--- src/sv/ric_pkg.sv ---
// Shared types and codes for the reference-counted inode cache table.
// No dependencies; every other file in the block imports this package.
package ric_pkg;

    typedef enum logic {
        CMD_GET = 1'b0,
        CMD_PUT = 1'b1
    } t_cmd;

    typedef enum logic [2:0] {
        ST_HIT         = 3'd0,
        ST_CLAIMED     = 3'd1,
        ST_FULL        = 3'd2,
        ST_RELEASED    = 3'd3,
        ST_DECREMENTED = 3'd4,
        ST_BAD_PUT     = 3'd5,
        ST_OVERFLOW    = 3'd6
    } t_status;

    // Request fields carried down the cell chain with the item.
    typedef struct packed {
        t_cmd        command;
        logic [15:0] inode_number;
        logic [6:0]  slot_index;
        logic        no_links;
    } t_req;

    // Progress flags of the item as it walks the chain.
    typedef struct packed {
        logic    valid;
        logic    done;
        logic    free_seen;
        logic    free_disk;
        t_status status;
    } t_flags;

endpackage

--- src/sv/ric_cell.sv ---
// One slot of the inode cache table: stored inode number, reference count,
// and the stage register that hands the item on to the next slot.
// Depends on ric_pkg.
module ric_cell #(
    parameter int unsigned SLOTS      = 128,
    parameter int unsigned COUNT_BITS = 8,
    parameter int unsigned INDEX      = 0,
    localparam int unsigned IW        = $clog2(SLOTS)
) (
    input  logic                  i_clk,
    input  logic                  i_rst_n,
    input  ric_pkg::t_req         i_req,
    input  ric_pkg::t_flags       i_flags,
    input  logic [IW-1:0]         i_hit_idx,
    input  logic [COUNT_BITS-1:0] i_hit_cnt,
    input  logic [IW-1:0]         i_free_idx,
    input  logic                  i_claim,
    input  logic [IW-1:0]         i_claim_idx,
    input  logic [15:0]           i_claim_num,
    output ric_pkg::t_req         o_req,
    output ric_pkg::t_flags       o_flags,
    output logic [IW-1:0]         o_hit_idx,
    output logic [COUNT_BITS-1:0] o_hit_cnt,
    output logic [IW-1:0]         o_free_idx
);
    import ric_pkg::*;

    localparam logic [IW-1:0]         MY_IDX  = IW'(INDEX);
    localparam logic [COUNT_BITS-1:0] CNT_MAX = '1;
    localparam logic [COUNT_BITS-1:0] CNT_ONE = COUNT_BITS'(1);

    logic [15:0]           r_inode, n_inode;
    logic [COUNT_BITS-1:0] r_count, n_count;
    t_req                  r_req, n_req;
    t_flags                r_flags, n_flags;
    logic [IW-1:0]         r_hit_idx, n_hit_idx;
    logic [COUNT_BITS-1:0] r_hit_cnt, n_hit_cnt;
    logic [IW-1:0]         r_free_idx, n_free_idx;

    logic w_live;
    logic w_match;
    logic w_put_me;

    assign w_live   = (r_count != '0);
    assign w_match  = w_live && (r_inode == i_req.inode_number);
    assign w_put_me = (32'(i_req.slot_index) == 32'(INDEX));

    always_comb begin
        n_inode    = r_inode;
        n_count    = r_count;
        n_req      = i_req;
        n_flags    = i_flags;
        n_hit_idx  = i_hit_idx;
        n_hit_cnt  = i_hit_cnt;
        n_free_idx = i_free_idx;

        // A claim is written once the item has left the chain.
        if (i_claim && (i_claim_idx == MY_IDX)) begin
            n_inode = i_claim_num;
            n_count = CNT_ONE;
        end

        if (i_flags.valid) begin
            if (i_req.command == CMD_GET) begin
                if (!i_flags.done && w_match) begin
                    n_flags.done = 1'b1;
                    n_hit_idx    = MY_IDX;
                    if (r_count == CNT_MAX) begin
                        n_flags.status = ST_OVERFLOW;
                        n_hit_cnt      = r_count;
                    end else begin
                        n_count        = r_count + CNT_ONE;
                        n_flags.status = ST_HIT;
                        n_hit_cnt      = r_count + CNT_ONE;
                    end
                end else if (!w_live && !i_flags.free_seen) begin
                    n_flags.free_seen = 1'b1;
                    n_free_idx        = MY_IDX;
                end
            end else if (w_put_me) begin
                n_flags.done = 1'b1;
                n_hit_idx    = MY_IDX;
                if (!w_live) begin
                    n_flags.status = ST_BAD_PUT;
                    n_hit_cnt      = '0;
                end else if (r_count == CNT_ONE) begin
                    n_count           = '0;
                    n_flags.status    = ST_RELEASED;
                    n_flags.free_disk = i_req.no_links;
                    n_hit_cnt         = '0;
                end else begin
                    n_count        = r_count - CNT_ONE;
                    n_flags.status = ST_DECREMENTED;
                    n_hit_cnt      = r_count - CNT_ONE;
                end
            end
        end
    end

    always_ff @(posedge i_clk) begin
        if (!i_rst_n) begin
            r_count       <= '0;
            r_flags.valid <= 1'b0;
        end else begin
            r_inode    <= n_inode;
            r_count    <= n_count;
            r_req      <= n_req;
            r_flags    <= n_flags;
            r_hit_idx  <= n_hit_idx;
            r_hit_cnt  <= n_hit_cnt;
            r_free_idx <= n_free_idx;
        end
    end

    assign o_req      = r_req;
    assign o_flags    = r_flags;
    assign o_hit_idx  = r_hit_idx;
    assign o_hit_cnt  = r_hit_cnt;
    assign o_free_idx = r_free_idx;

endmodule

--- config.mk ---
export PLATFORM = sky130hd
export DESIGN_NAME = ric_cell
export DESIGN_NICKNAME = d
export VERILOG_FILES = /design/src/sv/ric_pkg.sv /design/src/sv/ric_cell.sv
export SDC_FILE = /design/constraint.sdc
export NUM_CORES = 1
export LEC_CHECK = 0
export BUFFER_PORTS_ARGS = -buffer_cell sky130_fd_sc_hd__buf_2
export CORE_MARGIN = 3
export CORE_UTILIZATION = 54
export DETAILED_ROUTE_END_ITERATION = 7
export PLACE_DENSITY = 0.95
export SLEW_MARGIN = 20
export SYNTH_ARGS = -nofsm -noshare
export SYNTH_HDL_FRONTEND = slang
export SYNTH_SLANG_ARGS = --single-unit
--- constraint.sdc ---
create_clock -name i_clk -period 4.3 [get_ports i_clk]
set_input_delay 0.645 -clock i_clk [delete_from_list [all_inputs] [get_ports i_clk]]
set_output_delay 0.645 -clock i_clk [all_outputs]
set_load 0.1 [all_outputs]
* Word-level counts from Yosys, hierarchy flattened
Cells that the tools add are included.
** Cells by class
- $add $sub $neg :: 2
- Multiply operators :: 0
- Divide/modulo/power cells :: 0
- $lt $le $gt $ge :: 0
- Equal/unequal tests :: 3
- Shift operators :: 0
- Muxes and demuxes :: 38
- Bitwise gates (word level) :: 0
- Reduce and logical (&&, ||, !) cells :: 11
** Operators by type and width (count)
- two-way mux 8 bit :: 14
- two-way mux 7 bit :: 8
- == test 16 bit :: 1
- two-way mux 3 bit :: 5
- logical NOT 7 bit :: 2
- two-way mux 1 bit :: 9
- adder 8 x 1 -> 8 bit (second input constant) :: 1
- == test 8 x 1 -> 1 bit (second input constant) :: 1
- == test 8 bit (second input constant) :: 1
- nonzero test 8 bit :: 1
- subtractor 8 x 1 -> 8 bit (second input constant) :: 1
- two-way mux 6 bit :: 1
- logical AND 1 bit :: 4
- two-way mux 4 bit :: 1
- logical NOT 1 bit :: 3
- AND reduction 2 bit :: 1
** Word-level totals
- Bits in registers :: 78
- Latch bits :: 0
- Bits in writable memories :: 0
- Memory bits (read-only) :: 0
- Input bits :: 80
- Output and inout bits :: 54
- Logic and storage cells :: 68
- Memories kept :: 0

* Depth between registers and ports, before layout
Gate-level depths: netlist of the first run.
- Depth after elaboration :: 7
- Mapped depth :: 9
- Gate-level depth less buffers :: 8

* Worst setup path before layout of the first run
OpenSTA, ideal clock, no wires.
- Kind :: input -> register
- From :: input i_req[20] (netlist bit)
- To :: register r_flags (netlist bit o_flags[1]) (data pin)
- Setup time :: 0.258 ns
- Data arrival time :: 2.430 ns
- Required time :: 4.042 ns
- Path slack :: 1.611 ns
- Stages on the path :: 7
- Path buffers :: 1
- Cells stage by stage :: xor2_1 > or4_4 > or4_1 > buf_2 > nor3_1 > a2bb2oi_1 > o221a_2
** RTL lines
- start, declared :: RTL line ric_cell.sv:12 : input ric_pkg::t_req i_req,
- end signal, assigned :: RTL line ric_cell.sv:108 : r_flags <= n_flags;
- end, declared :: RTL line ric_cell.sv:35 : t_flags r_flags, n_flags;

==> results of run 1 <==
-- logic make-up (layout without fill, tap and decap cells) --
| group | after synthesis | count (layout) | share of synthesized area |
|---|---|---|---|
| XOR/XNOR | 23 | 23 | 0.0538 |
| AND/OR/NAND/NOR | 117 | 117 | 0.173 |
| multiplexers | 3 | 3 | 0.00869 |
| flip-flops | 78 | 78 | 0.602 |
| AO/OA/AOI/OAI | 65 | 65 | 0.121 |
| adder cells (fa/ha/maj) | 4 | 4 | 0.0134 |
| buffers and inverters | 28 | 164 | 0.0288 |
-- cell usage after synthesis, drive strengths merged, types with 4 or more instances --
cell	instances	share of area
o21ai	12	0.016
a21oi	9	0.012
nor2b	7	0.012
xnor2	12	0.028
nand3	9	0.012
nand4	4	0.0067
a31oi	7	0.012
xor2	11	0.026
and2	11	0.018
nor3	11	0.018
ha	4	0.013
or4	5	0.011
nor2	14	0.014
nand2	33	0.033
o22ai	4	0.0067
edfxtp	69	0.55
clkbuf	13	0.013
dfxtp	9	0.048
nor4	5	0.010
and3	7	0.012
inv	13	0.013
-- critical path, delay by kind of cell, from the launching register on --
| family | cells | cell delay, ns |
|---|---|---|
| simple gates | 3 | 1.39 |
| fa+ha+maj | 1 | 0.27 |
| compound gates | 2 | 0.37 |
| flops | 1 | 0.54 |
| buf+inv | 1 | 0.16 |
-- flip-flops by register name, summed over array words and instances (netlist names) --
register / count
r_count: 8
o_req: 25
o_hit_cnt: 8
o_hit_idx: 7
o_flags: 7
r_inode: 16
o_free_idx: 7
-- final cells by class --
cell class	count	share of cell area
inverters	13	0.0105
clock inverters	7	0.0153
well taps	77	0.0207
flip-flops and latches	78	0.483
clock buffers	9	0.0266
repair buffers	135	0.146
multi-input cells	212	0.298
-- layer usage --
layer | vias to the layer above | wire [µm]
met4 | 0 | 257
li1 | 1463 | -
met2 | 204 | 4680
met5 | - | 0
met3 | 26 | 958
met1 | 1443 | 3550
-- final timing paths --
kind | endpoint | cells past startpoint
max reg2reg | o_flags[1] | 7
min reg2reg | r_count[3] | 2
max | o_flags[1] | 7
min | r_inode[12] | 1
-- power breakdown --
| part | internal (µW) | switching [µW] | total, µW |
|---|---|---|---|
| registers | 868 | 8.80 | 877 |
| clock network | 270 | 274 | 544 |
| logic | 70.5 | 352 | 422 |
| total | 1210 | 634 | 1840 |
-- per-stage QoR --
step                       util  area [µm²]
after CTS                 0.713        4660
after floorplan               -        3740
after global routing      0.714        4660
final                     0.714        4660
after global placement    0.683        4460
after detailed placement  0.683        4460
-- cell usage in the layout, fill, tap and decap left out, drive strengths merged, types with 4 or more instances in the layout --
master,instances
buf,135
edfxtp,69
nand2,33
inv,15
nor2,14
xnor2,12
o21ai,12
xor2,11
nor3,11
and2,11
nand3,9
a21oi,9
clkbuf,9
dfxtp,9
and3,7
nor2b,7
a31oi,7
or4,5
nor4,5
o22ai,4
nand4,4
ha,4
clkinv,4
==> results.txt, run 1 <==
Run status: finished, final reports clean
Root Driver: clkbuf_8
Average size of a mapped cell: 11.8 µm²
Place WS: 1.18 ns
VDD IR max: 0.344 mV
Setup TNS: 0 ns
Non-filler cells in the finished layout: 531
Clock Skew: 0.00689 ns
Hold Path Class: input pin to flip-flop
Inst Count DP: 515
Fraction of registers with async set or reset after synthesis: 0
Nets: 533
Hold Worst Slack: 0.460 ns
Hold-fix buffers, CTS: 0
Post-synthesis cell area: 0.00374 mm²
Reg2reg setup slack: 1.32 ns
Grt met1 use: 0.296
RSZ-0062 raised after global routing: false
Post-DP HPWL: 7060 µm
Data required, critical path: 4.41 ns
Multi-input gate area: 0.00139 mm²
RePlAce Congestion: 0.961
CTS max path bufs: 2
Startpoint types: flip-flop
First-pass GRT wire length: 14,900 µm
Period minus WS final: 2.98 ns
Tightest Pin Transition: 0.776 ns
GRT Util Overall: 0.248
Max-Cap Viols: 0
Number of setup buffers added after CTS: 0
Final period util: 0.694
Pwr/cell area: 395 mW/mm²
Endpoints failing setup: 0
Filler instances: 487
Post-synth EDFFs: 69
GR Util met3: 0.0599
Share of layout cells above drive strength 1: 0.355
Area of the die: 0.00797 mm²
Syn Inst Count: 318
Crit end category: flip-flop
Worst setup path start: r_count[0]
Final WL: 9450 µm
Drt wl/cell: 17.8 µm
Starting Density: 0.573
Die H: 89.3 µm
Pin count of the biggest net entering global routing: 59
Final hold viol count: 0
CTS clk-pin slew, worst paths: 0.08 ns
Grt total ovfl: 0
Tot Pwr: 1840 µW
Antenna Violating Nets Remaining: 0
Max Freq: 335 MHz
Post-Syn Nets: 402
Std-Cell Rows: 29
CTS Buf Count: 9
Global Route met2 Usage: 0.426
Max-slew violation count: 0
Antenna cells: 0
Ys flop type: edfxtp_1
Vias/cell: 5.91
Register Area: 0.00225 mm²
Relative slew slack: 0.479
Worst Hold Launch: i_claim_num[12]
Port bufs: 133
P_leak: 0.00195 µW
# DRC: 0
Worst Path Arrival: 3.10 ns
Area Growth Syn to Fin: 24.6%
Cell Chain, Critical Path: inv_1, ha_1, nor4b_4, or4_1, nor3_1, a2bb2oi_1, o221a_2
Initial antenna violation count: 0
Vias: 3,136
Distinct cells, synth: 56
Seq/Total Area, Yosys: 0.602
Reg2reg start: r_count[0]
Slowest stage cell, crit path: or4_1
Post_cts resized: 0
Crit Path Class: flip-flop to flip-flop
Yosys warns: 0
1st-pass router iterations: 5
CP max stage delay: 0.75 ns
Worst-path fanout max: 11
CTS H-tree lvls: 3
#FFs+latches synth: 78
CTS tree: yes
Clk sinks: 78
Ports: 134
Iter 0 DRT Violations: 300
GRT Max-Usage Layer: met2
Worst skew pair latency: 0.35 ns
Die W: 89.3 µm
Final setup margin: 1.32 ns
Core box area: 0.00653 mm²
Number of global-route vias before repair: 3,138
No activity file was read; power rests on OpenSTA's default activity.
==> inputs of run 2 (changes only) <==
CORE_UTILIZATION = 45   (was 54)
PLACE_DENSITY = 0.86   (was 0.95)
clock period = 2.5 ns   (was 4.3 ns; I/O delays follow)
==> run 2 against run 1 <==
Sequential power increased by 72%. Critical path depth unchanged. Clock skew decreased by 0.00050 ns. First-iteration DRC count decreased by 15%. Clock-buffer cell count increased by 1. Die area increased by 19%. Cell count increased by 11%. Sequential cell count unchanged. Total power increased by 73%. Core utilization decreased by 8.4 points.
==> results.txt, run 2 (synthesized netlist as in run 1, its figures left out) <==
Die W: 97.2 µm
Final hold viol count: 0
Slowest stage cell, crit path: or4_4
Vias/cell: 5.58
Initial antenna violation count: 0
Starting Density: 0.474
CTS tree: yes
Port bufs: 133
Area Growth Syn to Fin: 32.8%
Worst Hold Launch: i_claim_num[9]
Reg2reg setup slack: 0.05 ns
Hold Path Class: input pin to flip-flop
Commonest non-fill, non-tap cell in the layout: buf_2
Sink of the worst hold path: r_inode[9]
GRT Util Overall: 0.213
RePlAce Congestion: 0.943
Antenna Violating Nets Remaining: 0
Tot Pwr: 3190 µW
Drt wl/cell: 17.6 µm
Endpoints failing setup: 0
Worst Path Arrival: 2.76 ns
Most frequent cells in the layout: buf_2 (133), edfxtp_1 (69), nand2_1 (33)
Root Driver: clkbuf_8
Hold Worst Slack: 0.183 ns
Period minus WS final: 2.45 ns
Core box area: 0.00789 mm²
Share of layout cells above drive strength 1: 0.406
Nets: 564
Cell Chain, Critical Path: xor2_1, or4_4, or4_4, buf_6, or4_4, a31oi_2, o31a_1
P_leak: 0.00211 µW
Data required, critical path: 2.80 ns
Number of global-route vias before repair: 3,259
First-pass GRT wire length: 16,000 µm
Grt total ovfl: 0
Clk sinks: 78
Die H: 97.2 µm
Non-filler cells in the finished layout: 587
Inst Count DP: 568
CTS clk-pin slew, worst paths: 0.08 ns
Post-DP HPWL: 7730 µm
Worst r2r path cells: 7
Worst-path fanout max: 7
Antenna cells: 0
Hold-fix buffers, CTS: 0
Max-slew violation count: 0
CTS max path bufs: 2
Setup TNS: 0 ns
Max-Cap Viols: 0
1st-pass router iterations: 5
Worst Hold Depth: 1
CTS H-tree lvls: 3
Pwr/cell area: 642 mW/mm²
Area of the die: 0.00945 mm²
Flip-flop count of the largest register after layout: 25
Run status: finished, final reports clean
Ports: 134
Final core occ: 0.630
Final WL: 10,300 µm
Std-Cell Rows: 32
Clock Skew: 0.00639 ns
Tightest Pin Transition: 0.489 ns
Cell mode on critical path: or4_4
R2r endpoint: r_count[4]
Pin count of the biggest net entering global routing: 39
Max Freq: 408 MHz
Vias: 3,278
CP max stage delay: 0.51 ns
VDD IR max: 0.369 mV
Crit end category: flip-flop
CTS Buf Count: 9
Iter 0 DRT Violations: 256
Crit Path Class: flip-flop to flip-flop
Startpoint types: flip-flop
Final period util: 0.980
Reg2reg start: r_inode[12]
Relative slew slack: 0.671
Worst skew pair latency: 0.36 ns
# DRC: 0
run 2: cell count changes in the layout (fill, tap and decap cells not counted), moves of 2 or more:
cell / delta
buf_4: +30
or4_1: -3
or4_4: +3
clkinv_2: -2
run 2: layout make-up:
| type | instances | area, µm² |
|---|---|---|
| Tap cell | 102 | 128 |
| Clock inverter | 6 | 68.8 |
| Timing Repair Buffer | 166 | 917 |
| Fill cell | 668 | 2920 |
| Sequential cell | 78 | 2250 |
| Multi-Input combinational cell | 212 | 1430 |
| Clock buffer | 10 | 128 |
| Inverter | 13 | 48.8 |
run 2: worst max-delay path by stage:
stage | from | slack, ns | to
after floorplan | r_count[0] | 0.01 | o_flags[1]
after global placement | i_req[20] | -0.07 | o_flags[1]
after detailed placement | i_req[20] | -0.1 | r_count[1]
after CTS | r_inode[12] | 0.009 | r_count[4]
after global routing | r_inode[12] | -0.005 | r_count[4]
final | r_inode[12] | 0.05 | r_count[4]
run 2: timing repair:
action | in CTS | in global routing
resized for setup | 0 | 10
setup endpoints to repair | 0 | 19
buffers inserted | 0 | 3
endpoints found under the hold margin | 0 | 0
run 2: report_power, final:
group          internal (µW)  switching [µW]
Clock                    468             478
Sequential              1490            14.5
Combinational            126             609
Total                   2090            1100
run 2: routing by layer:
| layer | track usage | wire length [µm] | vias to the layer above | part of all wire |
|---|---|---|---|---|
| met5 | 0 | 0 | - | 0 |
| met4 | 0.0853 | 332 | 0 | 0.032 |
| met2 | 0.358 | 5010 | 206 | 0.49 |
| li1 | - | - | 1520 | - |
| met1 | 0.254 | 3920 | 1526 | 0.38 |
| met3 | 0.0682 | 1060 | 26 | 0.10 |
run 2: per-stage QoR:
stage	setup WS, ns	cell area, µm²
after floorplan	0.0146	3740
after global placement	-0.0703	4700
after detailed placement	-0.0981	4700
after CTS	0.00921	4900
after global routing	-0.00496	4970
final	0.0492	4970
run 2: worst max-delay path, delay by kind of cell, from the launching register on:
family / cells / cell delay [ns]
simple gates: 3 / 1.42
flops: 1 / 0.38
compound gates: 2 / 0.29
buf+inv: 1 / 0.16
xor+xnor: 1 / 0.15
